==> src/tlsch_pkg.sv <==
// Package for the TLS ClientHello parser: phase codes, result kinds, status codes.
// No dependencies.
package tlsch_pkg;

    localparam int RANDOM_LEN_DEF = 32;

    localparam logic [7:0] REC_HANDSHAKE   = 8'd22;
    localparam logic [7:0] HS_CLIENT_HELLO = 8'd1;

    localparam logic [15:0] EXT_SNI    = 16'd0;
    localparam logic [15:0] EXT_STATUS = 16'd5;
    localparam logic [15:0] EXT_GROUPS = 16'd10;
    localparam logic [15:0] EXT_PTFMT  = 16'd11;
    localparam logic [15:0] EXT_SIGALG = 16'd13;
    localparam logic [15:0] EXT_ALPN   = 16'd16;

    typedef enum logic [4:0] {
        PH_REC, PH_HS, PH_RAND, PH_SIDLEN, PH_SID, PH_CSLEN, PH_CS, PH_CMLEN, PH_CM,
        PH_EXTLEN, PH_EXTHDR, PH_SKIP, PH_SNI_LL, PH_SNI_EH, PH_SNI_NAME, PH_L16_LEN,
        PH_L16_BODY, PH_PF_LEN, PH_PF_BODY, PH_ALPN_LL, PH_ALPN_PLEN, PH_ALPN_NAME
    } phase_t;

    localparam logic [3:0] K_NONE   = 4'd0;
    localparam logic [3:0] K_RECVER = 4'd1;
    localparam logic [3:0] K_HSVER  = 4'd2;
    localparam logic [3:0] K_RANDOM = 4'd3;
    localparam logic [3:0] K_SESS   = 4'd4;
    localparam logic [3:0] K_CIPHER = 4'd5;
    localparam logic [3:0] K_COMPR  = 4'd6;
    localparam logic [3:0] K_SNI    = 4'd7;
    localparam logic [3:0] K_ALPN   = 4'd8;
    localparam logic [3:0] K_SIGALG = 4'd9;
    localparam logic [3:0] K_GROUP  = 4'd10;
    localparam logic [3:0] K_PTFMT  = 4'd11;
    localparam logic [3:0] K_OCSP   = 4'd12;
    localparam logic [3:0] K_OTHER  = 4'd13;

    localparam logic [1:0] ST_OK      = 2'd0;
    localparam logic [1:0] ST_BADLEN  = 2'd1;
    localparam logic [1:0] ST_BADTYPE = 2'd2;
    localparam logic [1:0] ST_EXTLEN  = 2'd3;

    localparam int RES_W = 4 + 16 + 16 + 16 + 1 + 2;

    typedef struct packed {
        logic [3:0]  kind;
        logic [15:0] value;
        logic [15:0] aux;
        logic [15:0] position;
        logic        done_res;
        logic [1:0]  status;
    } result_t;

endpackage

==> src/tls_client_hello_parser_core.sv <==
// TLS ClientHello parser.
// Usage:
//   s_ channel carries one record byte per beat (s_data_byte, s_last_byte).
//   m_ channel carries tagged results: kind, value, aux, position, done_res, status.
//   A beat produces zero or one result; the final byte always produces one with
//   done_res set and the record status, after which the parser is ready for a
//   new record.
//   Each result enters the output queue in the cycle after its input beat.
//   Throughput: one byte per cycle while the output queue is not full.
//   The two-entry queue decouples the sides; s_ready drops only when it is full
//   because m_ready is held low.
//   Reset (aresetn low, synchronous) clears the parser and empties the queue.
// Depends on tlsch_pkg, tlsch_front, tlsch_fifo.
module tls_client_hello_parser_core #(
    parameter int RANDOM_LEN = tlsch_pkg::RANDOM_LEN_DEF
) (
    input  logic        aclk,
    input  logic        aresetn,
    input  logic        s_valid,
    output logic        s_ready,
    input  logic [7:0]  s_data_byte,
    input  logic        s_last_byte,
    output logic        m_valid,
    input  logic        m_ready,
    output logic [3:0]  m_kind,
    output logic [15:0] m_value,
    output logic [15:0] m_aux,
    output logic [15:0] m_position,
    output logic        m_done_res,
    output logic [1:0]  m_status
);

    logic               step, have, full;
    tlsch_pkg::result_t res, q;

    assign s_ready = !full;
    assign step    = s_valid && s_ready;

    tlsch_front #(.RANDOM_LEN(RANDOM_LEN)) u_front (
        .aclk(aclk), .aresetn(aresetn), .step(step),
        .data_byte(s_data_byte), .last_byte(s_last_byte),
        .res_have(have), .res(res)
    );

    tlsch_fifo u_fifo (
        .aclk(aclk), .aresetn(aresetn), .wr_en(step && have), .wr_data(res),
        .full(full), .rd_valid(m_valid), .rd_en(m_valid && m_ready), .rd_data(q)
    );

    assign m_kind     = q.kind;
    assign m_value    = q.value;
    assign m_aux      = q.aux;
    assign m_position = q.position;
    assign m_done_res = q.done_res;
    assign m_status   = q.status;

    ap_last: assert property (@(posedge aclk) disable iff (!aresetn)
        step && s_last_byte |=> m_valid) else $error("final result missing");
    ap_stat: assert property (@(posedge aclk) disable iff (!aresetn)
        m_valid && !m_done_res |-> m_status == tlsch_pkg::ST_OK)
        else $error("status on non-final result");
    ap_kind: assert property (@(posedge aclk) disable iff (!aresetn)
        m_valid |-> m_kind <= tlsch_pkg::K_OTHER) else $error("bad kind");

endmodule

==> src/tlsch_front.sv <==
// Front end: byte-walking parser state machine; produces one result per emitting beat.
// Depends on tlsch_pkg.
module tlsch_front #(
    parameter int RANDOM_LEN = tlsch_pkg::RANDOM_LEN_DEF
) (
    input  logic                 aclk,
    input  logic                 aresetn,
    input  logic                 step,
    input  logic [7:0]           data_byte,
    input  logic                 last_byte,
    output logic                 res_have,
    output tlsch_pkg::result_t   res
);

    tlsch_pkg::phase_t phase_reg, phase_next;
    logic [15:0] fc_reg, fc_next;
    logic [15:0] extrem_reg, extrem_next;
    logic [15:0] inner_reg, inner_next;
    logic [15:0] entry_reg, entry_next;
    logic [15:0] asm_reg, asm_next;
    logic [15:0] etype_reg, etype_next;
    logic [15:0] enum_reg, enum_next;
    logic [7:0]  ekind_reg, ekind_next;
    logic [1:0]  err_reg, err_next;
    logic        half_reg, half_next;
    logic [15:0] pos_reg, pos_next;

    logic        have;
    logic [3:0]  o_kind;
    logic [15:0] o_val, o_aux, o_pos;
    logic [15:0] rest, len16, word;
    logic [1:0]  stat;

    always_comb begin
        phase_next  = phase_reg;
        fc_next     = fc_reg;
        extrem_next = extrem_reg;
        inner_next  = inner_reg;
        entry_next  = entry_reg;
        asm_next    = asm_reg;
        etype_next  = etype_reg;
        enum_next   = enum_reg;
        ekind_next  = ekind_reg;
        err_next    = err_reg;
        half_next   = half_reg;
        pos_next    = pos_reg;
        have   = 1'b0;
        o_kind = tlsch_pkg::K_NONE;
        o_val  = '0;
        o_aux  = '0;
        o_pos  = '0;
        rest   = inner_reg;
        word   = asm_reg | {8'd0, data_byte};
        len16  = word;
        if (err_reg == tlsch_pkg::ST_OK) begin
            if (phase_reg >= tlsch_pkg::PH_EXTHDR && extrem_reg != 16'd0)
                extrem_next = extrem_reg - 16'd1;
            if (phase_reg == tlsch_pkg::PH_SNI_EH && fc_reg == 16'd0 && inner_reg < 16'd3) begin
                err_next = tlsch_pkg::ST_EXTLEN;
            end else begin
                if (phase_reg > tlsch_pkg::PH_EXTHDR && inner_reg != 16'd0)
                    inner_next = inner_reg - 16'd1;
                rest = (phase_reg > tlsch_pkg::PH_EXTHDR && inner_reg != 16'd0) ?
                       inner_reg - 16'd1 : inner_reg;
                fc_next = fc_reg + 16'd1;
                case (phase_reg)
                    tlsch_pkg::PH_REC: begin
                        if (fc_reg == 16'd0) ekind_next = data_byte;
                        else if (fc_reg == 16'd1) asm_next = {data_byte, 8'd0};
                        else if (fc_reg == 16'd2) begin
                            asm_next = word;
                            if (ekind_reg == tlsch_pkg::REC_HANDSHAKE) begin
                                have = 1'b1; o_kind = tlsch_pkg::K_RECVER; o_val = word;
                            end
                        end else if (fc_reg >= 16'd4) begin
                            if (ekind_reg != tlsch_pkg::REC_HANDSHAKE)
                                err_next = tlsch_pkg::ST_BADTYPE;
                            else begin
                                phase_next = tlsch_pkg::PH_HS; fc_next = '0; half_next = 1'b0;
                            end
                        end
                    end
                    tlsch_pkg::PH_HS: begin
                        if (fc_reg == 16'd0) ekind_next = data_byte;
                        else if (fc_reg == 16'd4) asm_next = {data_byte, 8'd0};
                        else if (fc_reg >= 16'd5) begin
                            if (ekind_reg != tlsch_pkg::HS_CLIENT_HELLO)
                                err_next = tlsch_pkg::ST_BADTYPE;
                            else begin
                                have = 1'b1; o_kind = tlsch_pkg::K_HSVER; o_val = word;
                                pos_next = '0;
                                phase_next = tlsch_pkg::PH_RAND; fc_next = '0; half_next = 1'b0;
                            end
                        end
                    end
                    tlsch_pkg::PH_RAND: begin
                        have = 1'b1; o_kind = tlsch_pkg::K_RANDOM;
                        o_val = {8'd0, data_byte}; o_pos = pos_reg;
                        pos_next = pos_reg + 16'd1;
                        if (pos_reg + 16'd1 >= 16'(RANDOM_LEN)) begin
                            phase_next = tlsch_pkg::PH_SIDLEN; fc_next = '0; half_next = 1'b0;
                        end
                    end
                    tlsch_pkg::PH_SIDLEN: begin
                        entry_next = {8'd0, data_byte}; pos_next = '0;
                        phase_next = (data_byte != 8'd0) ? tlsch_pkg::PH_SID
                                                         : tlsch_pkg::PH_CSLEN;
                        fc_next = '0; half_next = 1'b0;
                    end
                    tlsch_pkg::PH_SID, tlsch_pkg::PH_CM, tlsch_pkg::PH_PF_BODY,
                    tlsch_pkg::PH_SNI_NAME, tlsch_pkg::PH_ALPN_NAME: begin
                        o_val = {8'd0, data_byte}; o_pos = pos_reg;
                        have = 1'b1;
                        case (phase_reg)
                            tlsch_pkg::PH_SID:      o_kind = tlsch_pkg::K_SESS;
                            tlsch_pkg::PH_CM:       o_kind = tlsch_pkg::K_COMPR;
                            tlsch_pkg::PH_PF_BODY:  o_kind = tlsch_pkg::K_PTFMT;
                            tlsch_pkg::PH_SNI_NAME: begin
                                o_kind = tlsch_pkg::K_SNI; o_aux = enum_reg;
                                have = (ekind_reg == 8'd0);
                            end
                            default: begin
                                o_kind = tlsch_pkg::K_ALPN; o_aux = enum_reg;
                            end
                        endcase
                        if (!have) begin
                            o_kind = tlsch_pkg::K_NONE; o_val = '0; o_aux = '0; o_pos = '0;
                        end
                        pos_next = pos_reg + 16'd1;
                        entry_next = (entry_reg != 16'd0) ? entry_reg - 16'd1 : entry_reg;
                        if (entry_next == 16'd0) begin
                            fc_next = '0; half_next = 1'b0;
                            case (phase_reg)
                                tlsch_pkg::PH_SID: phase_next = tlsch_pkg::PH_CSLEN;
                                tlsch_pkg::PH_CM:  phase_next = tlsch_pkg::PH_EXTLEN;
                                tlsch_pkg::PH_PF_BODY:
                                    phase_next = (inner_next == 16'd0) ?
                                        tlsch_pkg::PH_EXTHDR : tlsch_pkg::PH_SKIP;
                                tlsch_pkg::PH_SNI_NAME: begin
                                    enum_next = enum_reg + 16'd1;
                                    phase_next = (inner_next == 16'd0) ?
                                        tlsch_pkg::PH_EXTHDR : tlsch_pkg::PH_SNI_EH;
                                end
                                default: begin
                                    enum_next = enum_reg + 16'd1;
                                    phase_next = (inner_next == 16'd0) ?
                                        tlsch_pkg::PH_EXTHDR : tlsch_pkg::PH_ALPN_PLEN;
                                end
                            endcase
                        end
                    end
                    tlsch_pkg::PH_CSLEN, tlsch_pkg::PH_EXTLEN: begin
                        if (fc_reg == 16'd0) asm_next = {data_byte, 8'd0};
                        else begin
                            fc_next = '0; half_next = 1'b0;
                            if (phase_reg == tlsch_pkg::PH_CSLEN) begin
                                entry_next = word; pos_next = '0;
                                phase_next = (word != 16'd0) ? tlsch_pkg::PH_CS
                                                             : tlsch_pkg::PH_CMLEN;
                            end else begin
                                extrem_next = word;
                                phase_next = tlsch_pkg::PH_EXTHDR;
                            end
                        end
                    end
                    tlsch_pkg::PH_CS, tlsch_pkg::PH_L16_BODY: begin
                        if (!half_reg) begin
                            asm_next = {data_byte, 8'd0}; half_next = 1'b1;
                        end else begin
                            half_next = 1'b0; have = 1'b1; o_val = word; o_pos = pos_reg;
                            pos_next = pos_reg + 16'd1;
                            if (phase_reg == tlsch_pkg::PH_CS) o_kind = tlsch_pkg::K_CIPHER;
                            else if (etype_reg == tlsch_pkg::EXT_SIGALG)
                                o_kind = tlsch_pkg::K_SIGALG;
                            else o_kind = tlsch_pkg::K_GROUP;
                        end
                        entry_next = (entry_reg != 16'd0) ? entry_reg - 16'd1 : entry_reg;
                        if (entry_next == 16'd0) begin
                            fc_next = '0; half_next = 1'b0;
                            if (phase_reg == tlsch_pkg::PH_CS)
                                phase_next = tlsch_pkg::PH_CMLEN;
                            else
                                phase_next = (inner_next == 16'd0) ?
                                    tlsch_pkg::PH_EXTHDR : tlsch_pkg::PH_SKIP;
                        end
                    end
                    tlsch_pkg::PH_CMLEN: begin
                        entry_next = {8'd0, data_byte}; pos_next = '0;
                        phase_next = (data_byte != 8'd0) ? tlsch_pkg::PH_CM
                                                         : tlsch_pkg::PH_EXTLEN;
                        fc_next = '0; half_next = 1'b0;
                    end
                    tlsch_pkg::PH_EXTHDR: begin
                        if (fc_reg == 16'd0) etype_next = {data_byte, 8'd0};
                        else if (fc_reg == 16'd1) etype_next = etype_reg | {8'd0, data_byte};
                        else if (fc_reg == 16'd2) asm_next = {data_byte, 8'd0};
                        else begin
                            inner_next = word;
                            enum_next = '0; pos_next = '0;
                            if (etype_reg == tlsch_pkg::EXT_STATUS ||
                                !(etype_reg == tlsch_pkg::EXT_SNI ||
                                  etype_reg == tlsch_pkg::EXT_GROUPS ||
                                  etype_reg == tlsch_pkg::EXT_SIGALG ||
                                  etype_reg == tlsch_pkg::EXT_PTFMT ||
                                  etype_reg == tlsch_pkg::EXT_ALPN)) begin
                                have = 1'b1; o_val = etype_reg; o_aux = word;
                                o_kind = (etype_reg == tlsch_pkg::EXT_STATUS) ?
                                         tlsch_pkg::K_OCSP : tlsch_pkg::K_OTHER;
                                fc_next = '0; half_next = 1'b0;
                                phase_next = (word == 16'd0) ? tlsch_pkg::PH_EXTHDR
                                                             : tlsch_pkg::PH_SKIP;
                            end else if (etype_reg == tlsch_pkg::EXT_PTFMT) begin
                                if (word < 16'd1) err_next = tlsch_pkg::ST_EXTLEN;
                                else begin
                                    phase_next = tlsch_pkg::PH_PF_LEN;
                                    fc_next = '0; half_next = 1'b0;
                                end
                            end else if (word < 16'd2) begin
                                err_next = tlsch_pkg::ST_EXTLEN;
                            end else begin
                                fc_next = '0; half_next = 1'b0;
                                if (etype_reg == tlsch_pkg::EXT_SNI)
                                    phase_next = tlsch_pkg::PH_SNI_LL;
                                else if (etype_reg == tlsch_pkg::EXT_ALPN)
                                    phase_next = tlsch_pkg::PH_ALPN_LL;
                                else phase_next = tlsch_pkg::PH_L16_LEN;
                            end
                        end
                    end
                    tlsch_pkg::PH_SKIP: begin
                        if (rest == 16'd0) begin
                            phase_next = tlsch_pkg::PH_EXTHDR; fc_next = '0; half_next = 1'b0;
                        end
                    end
                    tlsch_pkg::PH_SNI_LL, tlsch_pkg::PH_ALPN_LL: begin
                        if (fc_reg == 16'd0) asm_next = {data_byte, 8'd0};
                        else if (word > rest) err_next = tlsch_pkg::ST_EXTLEN;
                        else begin
                            fc_next = '0; half_next = 1'b0;
                            if (rest == 16'd0) phase_next = tlsch_pkg::PH_EXTHDR;
                            else if (phase_reg == tlsch_pkg::PH_SNI_LL)
                                phase_next = tlsch_pkg::PH_SNI_EH;
                            else phase_next = tlsch_pkg::PH_ALPN_PLEN;
                        end
                    end
                    tlsch_pkg::PH_SNI_EH: begin
                        if (fc_reg == 16'd0) ekind_next = data_byte;
                        else if (fc_reg == 16'd1) asm_next = {data_byte, 8'd0};
                        else if (len16 > rest) err_next = tlsch_pkg::ST_EXTLEN;
                        else begin
                            entry_next = len16; pos_next = '0;
                            fc_next = '0; half_next = 1'b0;
                            if (len16 == 16'd0) begin
                                enum_next = enum_reg + 16'd1;
                                phase_next = (rest == 16'd0) ? tlsch_pkg::PH_EXTHDR
                                                             : tlsch_pkg::PH_SNI_EH;
                            end else phase_next = tlsch_pkg::PH_SNI_NAME;
                        end
                    end
                    tlsch_pkg::PH_L16_LEN, tlsch_pkg::PH_PF_LEN: begin
                        if (phase_reg == tlsch_pkg::PH_L16_LEN && fc_reg == 16'd0)
                            asm_next = {data_byte, 8'd0};
                        else begin
                            if (phase_reg == tlsch_pkg::PH_PF_LEN) len16 = {8'd0, data_byte};
                            if (len16 > rest) err_next = tlsch_pkg::ST_EXTLEN;
                            else begin
                                entry_next = len16; pos_next = '0;
                                fc_next = '0; half_next = 1'b0;
                                if (len16 == 16'd0)
                                    phase_next = (rest == 16'd0) ? tlsch_pkg::PH_EXTHDR
                                                                 : tlsch_pkg::PH_SKIP;
                                else if (phase_reg == tlsch_pkg::PH_L16_LEN)
                                    phase_next = tlsch_pkg::PH_L16_BODY;
                                else phase_next = tlsch_pkg::PH_PF_BODY;
                            end
                        end
                    end
                    tlsch_pkg::PH_ALPN_PLEN: begin
                        if ({8'd0, data_byte} > rest) err_next = tlsch_pkg::ST_EXTLEN;
                        else begin
                            entry_next = {8'd0, data_byte}; pos_next = '0;
                            fc_next = '0; half_next = 1'b0;
                            if (data_byte == 8'd0) begin
                                enum_next = enum_reg + 16'd1;
                                phase_next = (rest == 16'd0) ? tlsch_pkg::PH_EXTHDR
                                                             : tlsch_pkg::PH_ALPN_PLEN;
                            end else phase_next = tlsch_pkg::PH_ALPN_NAME;
                        end
                    end
                    default: ;
                endcase
            end
        end

        if (err_next != tlsch_pkg::ST_OK) stat = err_next;
        else if (phase_next < tlsch_pkg::PH_EXTHDR) stat = tlsch_pkg::ST_BADLEN;
        else if (phase_next == tlsch_pkg::PH_EXTHDR && fc_next == 16'd0 &&
                 extrem_next == 16'd0) stat = tlsch_pkg::ST_OK;
        else stat = tlsch_pkg::ST_EXTLEN;

        res_have     = have || last_byte;
        res.kind     = o_kind;
        res.value    = o_val;
        res.aux      = o_aux;
        res.position = o_pos;
        res.done_res = last_byte;
        res.status   = last_byte ? stat : tlsch_pkg::ST_OK;
    end

    always_ff @(posedge aclk) begin
        if (!aresetn || (step && last_byte)) begin
            phase_reg  <= tlsch_pkg::PH_REC;
            fc_reg     <= '0;
            extrem_reg <= '0;
            inner_reg  <= '0;
            entry_reg  <= '0;
            asm_reg    <= '0;
            etype_reg  <= '0;
            enum_reg   <= '0;
            ekind_reg  <= '0;
            err_reg    <= '0;
            half_reg   <= 1'b0;
            pos_reg    <= '0;
        end else if (step) begin
            phase_reg  <= phase_next;
            fc_reg     <= fc_next;
            extrem_reg <= extrem_next;
            inner_reg  <= inner_next;
            entry_reg  <= entry_next;
            asm_reg    <= asm_next;
            etype_reg  <= etype_next;
            enum_reg   <= enum_next;
            ekind_reg  <= ekind_next;
            err_reg    <= err_next;
            half_reg   <= half_next;
            pos_reg    <= pos_next;
        end
    end

    ap_err_hold: assert property (@(posedge aclk) disable iff (!aresetn)
        err_reg != tlsch_pkg::ST_OK && !(step && last_byte) |=> $stable(err_reg))
        else $error("latched error changed");
    ap_last_have: assert property (@(posedge aclk) disable iff (!aresetn)
        last_byte |-> res_have) else $error("final beat without result");
    ap_phase: assert property (@(posedge aclk) disable iff (!aresetn)
        phase_reg <= tlsch_pkg::PH_ALPN_NAME) else $error("illegal phase");

endmodule

==> src/tlsch_fifo.sv <==
// Two-entry result queue between the parser front end and the output port.
// Depends on tlsch_pkg.
module tlsch_fifo (
    input  logic               aclk,
    input  logic               aresetn,
    input  logic               wr_en,
    input  tlsch_pkg::result_t wr_data,
    output logic               full,
    output logic               rd_valid,
    input  logic               rd_en,
    output tlsch_pkg::result_t rd_data
);

    tlsch_pkg::result_t mem_reg [2];
    logic       wp_reg, rp_reg;
    logic [1:0] cnt_reg;

    assign full     = (cnt_reg == 2'd2);
    assign rd_valid = (cnt_reg != 2'd0);
    assign rd_data  = mem_reg[rp_reg];

    always_ff @(posedge aclk) begin
        if (wr_en) mem_reg[wp_reg] <= wr_data;
    end

    always_ff @(posedge aclk) begin
        if (!aresetn) begin
            wp_reg  <= 1'b0;
            rp_reg  <= 1'b0;
            cnt_reg <= '0;
        end else begin
            if (wr_en) wp_reg <= ~wp_reg;
            if (rd_en) rp_reg <= ~rp_reg;
            cnt_reg <= cnt_reg + {1'b0, wr_en} - {1'b0, rd_en};
        end
    end

    ap_no_over: assert property (@(posedge aclk) disable iff (!aresetn)
        full |-> !wr_en) else $error("queue overflow");
    ap_no_under: assert property (@(posedge aclk) disable iff (!aresetn)
        !rd_valid |-> !rd_en) else $error("queue underflow");
    ap_cnt: assert property (@(posedge aclk) disable iff (!aresetn)
        cnt_reg <= 2'd2) else $error("count out of range");

endmodule
==> config.mk <==
export PLATFORM = sky130hd
export DESIGN_NAME = tls_client_hello_parser_core
export DESIGN_NICKNAME = d
export VERILOG_FILES = /design/src/tlsch_pkg.sv /design/src/tls_client_hello_parser_core.sv /design/src/tlsch_front.sv /design/src/tlsch_fifo.sv
export SDC_FILE = /design/constraint.sdc
export NUM_CORES = 1
export LEC_CHECK = 0
export BUFFER_PORTS_ARGS = -buffer_cell sky130_fd_sc_hd__buf_2
export CAP_MARGIN = 15
export CORE_ASPECT_RATIO = 1.75
export CORE_MARGIN = 2
export CORE_UTILIZATION = 35
export CTS_CLUSTER_DIAMETER = 50
export DETAILED_ROUTE_END_ITERATION = 10
export MAX_ROUTING_LAYER = met4
export PLACE_DENSITY = 0.53
export REMOVE_ABC_BUFFERS = 1
export SYNTH_ARGS = -nofsm -noshare
export SYNTH_HDL_FRONTEND = slang
export SYNTH_SLANG_ARGS = --single-unit
==> constraint.sdc <==
create_clock -name aclk -period 6.1 [get_ports aclk]
set_input_delay 1.22 -clock aclk [delete_from_list [all_inputs] [get_ports aclk]]
set_output_delay 1.22 -clock aclk [all_outputs]
set_load 0.02 [all_outputs]
---- Word-level counts from Yosys, hierarchy flattened ----
Memories as Yosys holds them, arrays and structs flattened. A register that Yosys moved wholly into a read port is not among the register bits.
Index checks and enable logic that the tools add are counted.
storage, ports and cells
  bits in registers ....................... 148
  RAM bits ................................ 110
  output and inout bits ................... 57
  input bits .............................. 13
  memories ................................ 1
cells by class
  bitwise operators ....................... 5
  magnitude comparators ................... 12
  muxes and demuxes ....................... 289
  reduce and logical (&&, ||, !) cells .... 66
  equal/unequal tests ..................... 71
  add/sub/neg operators ................... 8
memory list
  memory          depth  width  rd ports  clocked after memory_dff  wr ports  line              RTL
  u_fifo.mem_reg  2      55     1         1                         1         tlsch_fifo.sv:14  tlsch_pkg::result_t mem_reg [2];
operators by type and width
  operator                                                                              number
  16-bit two-way mux                                                                    122
  5-bit two-way mux                                                                     42
  16-bit one-hot mux with 12 select lines                                               1
  16-bit one-hot mux with 6 select lines                                                2
  16-bit logical NOT                                                                    9
  16-bit one-hot mux with 9 select lines                                                1
  16-bit one-hot mux with 7 select lines                                                1
  5-bit one-hot mux with 14 select lines                                                1
  2-bit two-way mux                                                                     32
  16-bit one-hot mux with 4 select lines                                                1
  16-bit nonzero test                                                                   4
  1-bit two-way mux                                                                     60
  4-bit two-way mux                                                                     15
  16-bit by 1-bit adder with 16-bit output, second input constant                       3
  16-bit by 4-bit equality test with 1-bit output, second input constant                3
  16-bit one-hot mux with 3 select lines                                                1
  16-bit by 1-bit subtractor with 16-bit output, second input constant                  3
  5-bit by 4-bit equality test with 1-bit output, second input constant                 9
  2-bit != test, second input constant                                                  22
  16-bit by 3-bit equality test with 1-bit output, second input constant                2
  16-bit by 3-bit greater-or-equal comparator with 1-bit output, second input constant  2
  16-bit > comparator                                                                   2
  16-bit by 2-bit less-than comparator with 1-bit output, second input constant         2
  16-bit by 8-bit bitwise OR with 16-bit output                                         2
  other kinds (59)                                                                      109

---- Depth between registers and ports, before layout ----
  depth after elaboration ................. 21
  depth in mapped cells ................... 24

---- Cells and area by module ----
From an unflattened synthesis, not the netlist that was laid out.
second synthesis, totals
  cell total of the unflattened synthesis .. 1980
  area, all modules ....................... 16801.1 um2
modules (own cells, without submodules)
  module                        cells each  instances  area each (um2)
  tlsch_front                   1784        1          12326.8
  tlsch_fifo                    192         1          4449.3
  tls_client_hello_parser_core  4           1          25.0

---- Worst setup path after synthesis ----
OpenSTA, ideal clock, no wires.
  kind .................................... reg-to-reg
  start ................................... register u_front.phase_reg[2]
  end ..................................... memory u_fifo.mem_reg[0][0] in the netlist's numbering, enable pin
  cell stages (with the launch flop) ...... 12
  required time ........................... 5.630 ns
  slack ................................... 0.807 ns
  clock period less this slack ............ 5.293 ns
  arrival time ............................ 4.823 ns
  path buffers ............................ 2
  path through ............................ dfxtp_1 clkbuf_1 buf_1 inv_1 nor2_1 nor2_1 o31a_1 o21ai_1 nor2_1 a21oi_1 o21ai_0 nor2_1
on the way
  word-level cells in the longest chain between the ends .. 12
  elaborated cells on any way between the ends .. 27
  classes of those cells .................. 11 x eq/ne; 9 x mux; 7 x reduce/logical
ends and longest elaborated chain
  item                                            line                                   RTL
  from (decl)                                     tlsch_front.sv:15                      tlsch_pkg::phase_t phase_reg, phase_next;
  from (signal assigned)                          tlsch_front.sv:312                     phase_reg <= tlsch_pkg::PH_REC;
  from (signal assigned)                          tlsch_front.sv:325                     phase_reg <= phase_next;
  5-bit by 4-bit equality test with 1-bit output  tlsch_front.sv:66, tlsch_front.sv:114
  1-bit two-way mux                               tlsch_front.sv:114                     case (phase_reg)
  1-bit two-way mux                               tlsch_front.sv:66                      case (phase_reg)
  1-bit two-way mux                               tlsch_front.sv:58                      if (phase_reg == tlsch_pkg::PH_SNI_EH && fc_reg == 16'd0 && inner_reg < 16'd3) begin
  1-bit two-way mux                               tlsch_front.sv:55                      if (err_reg == tlsch_pkg::ST_OK) begin
  1-bit one-hot mux with 6 select lines           tlsch_front.sv:66
  1-bit two-way mux *                             tlsch_front.sv:58
  1-bit two-way mux *                             tlsch_front.sv:55
  1-bit logical OR *                              tlsch_front.sv:301                     res_have = have || last_byte;
  1-bit logical AND *                             tls_client_hello_parser_core.sv:46     .aclk(aclk), .aresetn(aresetn), .wr_en(step && have), .wr_data(res),
  1-bit two-way mux *                             tlsch_fifo.sv:23                       if (wr_en) mem_reg[wp_reg] <= wr_data;
  1-bit two-way mux (not written as such) *       tlsch_fifo.sv:23
  to (decl)                                       tlsch_fifo.sv:14
Mark *: on every way between the ends. The rest lies on a longest branch, timed or not. The select of a mux whose other input is x is not followed.

==> impl_metrics.csv <==
group,metric,value,unit
run_status,outcome,"finished, final reports clean",
cells_and_area,drive_above_1_share,0.1465,
timing,worst_pin_slew,1101,ps
route,routed.top_layer,"met4",
cells_and_area,n_antenna_cell,0,
timing,slew_violations,0,
timing,fmax,173.1,MHz
place,dp_hpwl,46.35,mm
synth,syn_area,16490,sq um
critical_path,crit_chain,"or4_1 -> or3_4 -> nor3_4 -> nand2_1 -> xor2_1 -> ha_1 -> a21o_1 -> a21oi_1 -> nor2b_1 -> a2111oi_0 -> o211ai_1 -> o21ai_4 -> o221ai_4 -> o41a_1 -> a211oi_2 -> nand2_1 -> nor4b_2 -> o21ai_1",
run,cap_viol_max_count,0,
critical_path,cp_slowest_stage_delay,610,ps
floorplanning,initial_core_util,0.3525,
timing,fin_skew,22.19,ps
global_route,grt_pass1_vias,15470,
synth,yosys_warnings,0,
clock_tree,cts-htree-levels,1,
floorplanning,die_width,168.1,microns
route,post-route-drc-count,0,
power,powerDensity,291.4,nW/um^2
clock_tree,tritoncts.num_buffers,28,
timing,hold_viol,0,
critical_path,path_class,"reg -> reg",
place,place_congestion,1.034,
power,peakVddDrop,0.1996,mV
cells_and_area,final_common_cell,"nor2_1",
floorplanning,core,46770,sq um
route,dr_wl_met3,3.052,mm
critical_path,critPathRequiredTime,6400,ps
synth,yosysSeqAreaShare,0.3813,
global_route,grt.overflow.total,0,
timing,fin_tns_setup,0,ps
critical_path,cp_slowest_cell,"or4_1",
critical_path,start_kind,"flop",
clock_tree,insertion_delay,580,ps
synth,synth-edff-count,110,
route,m1WireLength,23.14,mm
critical_path,cp-end-kind,"flop",
route,vias_per_cell,5.980,
floorplanning,pin_count,70,
cells_and_area,largest_register_ffs,110,
critical_path,path_max_fanout,8,
global_route,gr-usage-all-layers,0.2554,
route,dr.pass1.iters,6,
cells_and_area,area_growth,13.99,%
critical_path,crit_top_cell,"nand2_1",
timing,fin_crit_sh,0.9469,
clock_tree,cts_tree,"yes",
timing,layout_min_cycle_time,5776,ps
clock_tree,cts_root_buf,"clkbuf_16",
route,drt-total-wl,61.87,mm
place,port_buffers,69,
global_route,antenna_found_initial,1,
floorplanning,rows,105,
hold_path,hp-class,"reg -> reg",
global_route,grt_max_degree,54,
route,vias,15720,
clock_tree,clk_pin_slew,70,ps
power,power_leakage,6.885,nW
global_route,grt_pass1_wl,93.82,mm
synth,synthCells,1966,
timing,setup_viol,0,
route,wire_per_inst,23.53,microns
clock_tree,post-cts-setup-buffer-count,0,
cells_and_area,most-common-layout-cells,"277 x nor2_1, 164 x a21oi_1, 148 x dfxtp_1, 139 x nand2_1, 110 x edfxtp_1",
route,drtIter0Drc,1271,
clock_tree,clock_sinks,259,
synth,synthDistinctLibCells,87,
cells_and_area,layout.nets,2086,
route,ant_nets,0,
critical_path,worstPathArrival,6070,ps
timing,slew_headroom,0.2601,
route,met2_length,31.38,mm
floorplanning,die_area,48930,sq um
floorplanning,die_h,291.1,microns
cells_and_area,fin_util,0.4018,
synth,async_flop_share,0,
clock_tree,cts_max_path_buffers,3,
synth,avgSynthCellArea,8.386,sq um
synth,ys_seq_elements,259,
synth,synth-main-ff-cell,"dfxtp_1",
-- synthesized netlist by cell type (7+ instances only) --
| master | count | area, sq um |
|---|---|---|
| a211oi_1 | 33 | 247.7 |
| a21o_1 | 17 | 127.6 |
| a21oi_1 | 164 | 820.8 |
| a22oi_1 | 49 | 367.9 |
| a31oi_1 | 21 | 131.4 |
| and2_1 | 38 | 237.7 |
| and3_1 | 15 | 93.84 |
| and4_1 | 9 | 78.83 |
| buf_1 | 7 | 26.28 |
| clkbuf_1 | 118 | 442.9 |
| dfxtp_1 | 149 | 2983 |
| edfxtp_1 | 110 | 3303 |
| ha_1 | 53 | 663.1 |
| inv_1 | 42 | 157.7 |
| mux2_2 | 60 | 675.7 |
| mux2i_1 | 21 | 210.2 |
| nand2_1 | 140 | 525.5 |
| nand2b_1 | 19 | 118.9 |
| nand3_1 | 78 | 390.4 |
| nand4_1 | 38 | 237.7 |
| nand4b_1 | 9 | 78.83 |
| nor2_1 | 280 | 1051 |
| nor2b_1 | 16 | 100.1 |
| nor3_1 | 64 | 320.3 |
| nor3b_1 | 7 | 52.55 |
| nor4_1 | 38 | 237.7 |
| nor4b_1 | 7 | 61.31 |
| o211ai_1 | 10 | 75.07 |
| o21a_1 | 10 | 75.07 |
| o21ai_0 | 85 | 425.4 |
| o21bai_1 | 7 | 52.55 |
| o22ai_1 | 18 | 112.6 |
| o31a_1 | 7 | 61.31 |
| o31ai_1 | 10 | 75.07 |
| or2_2 | 13 | 81.33 |
| or3_1 | 22 | 137.6 |
| or4_1 | 11 | 82.58 |
| xnor2_1 | 34 | 297.8 |
| xor2_1 | 41 | 359.1 |
-- power by group --
part           switching (W)  internal, W
logic                0.00109     0.000560
clock network       0.000779      0.00106
registers          0.0000624      0.00192
total                0.00193      0.00355
-- per-layer routing --
layer  vias up  GRT usage
li1       7364          -
met1      7565     0.2719
met2       586     0.4496
met3       206    0.02869
met4         0     0.1600
met5         -          -
-- through the flow --
step | cell area [sq um] | setup slack [ps] | instances | power, W | hold slack, ps
2_1_floorplan | 15970 | -144.7 | 1835 | 0.003020 | 443.9
3_3_place_gp | 17780 | 418.6 | 2577 | 0.003663 | 453.3
3_5_place_dp | 17780 | 410.8 | 2577 | 0.003670 | 465.0
4_1_cts | 18780 | 400.7 | 2628 | 0.005527 | 472.9
5_1_grt | 18790 | -6.453 | 2629 | 0.005699 | 505.1
6_report | 18790 | 323.7 | 2629 | 0.005477 | 475.8
-- path summary, 6_finish.rpt --
| check | from | endpoint | slack, ps | depth (start not counted) |
|---|---|---|---|---|
| min reg2reg | u_front.etype_reg[9] | u_front.etype_reg[9] | 480 | 2 |
| max | u_front.inner_reg[4] | u_fifo.mem_reg[0][1] | 320 | 18 |
| min | u_front.etype_reg[9] | u_front.etype_reg[9] | 480 | 2 |
| max reg2reg | u_front.inner_reg[4] | u_fifo.mem_reg[0][1] | 320 | 18 |
-- critical path: cells and delay by family, from the launching register on --
kind / cells / cell delay, ps
flip-flops: 1 / 390
adder cells (fa/ha/maj): 1 / 310
AND/OR/NAND/NOR: 7 / 1900
XOR/XNOR: 1 / 270
AO/OA/AOI/OAI: 9 / 2610
-- layout make-up --
class                      instances  area (sq um)
fill                            4812         27980
multi-input combinational       1534          9563
sequential                       259          6287
timing repair buffer             155          1051
tap                              588         735.7
clock buffer                      31         733.2
clock inverter                    20         265.3
inverter                          42         157.7
-- repair_timing --
action	CTS	global route
endpoints found under the hold margin	0	0
endpoints found under the setup margin	0	4
gates resized for setup	0	1
hold buffers	0	0
-- cell families after synthesis --
family,synth area share
and+or+nand+nor,0.2491
AOI/OAI and AO/OA,0.1950
DFF,0.3813
buffers and inverters,0.04090
muxes,0.05373
xor gates and xnor gates,0.03984
adders and majority gates,0.04022
(Power assumes the default switching activity.)
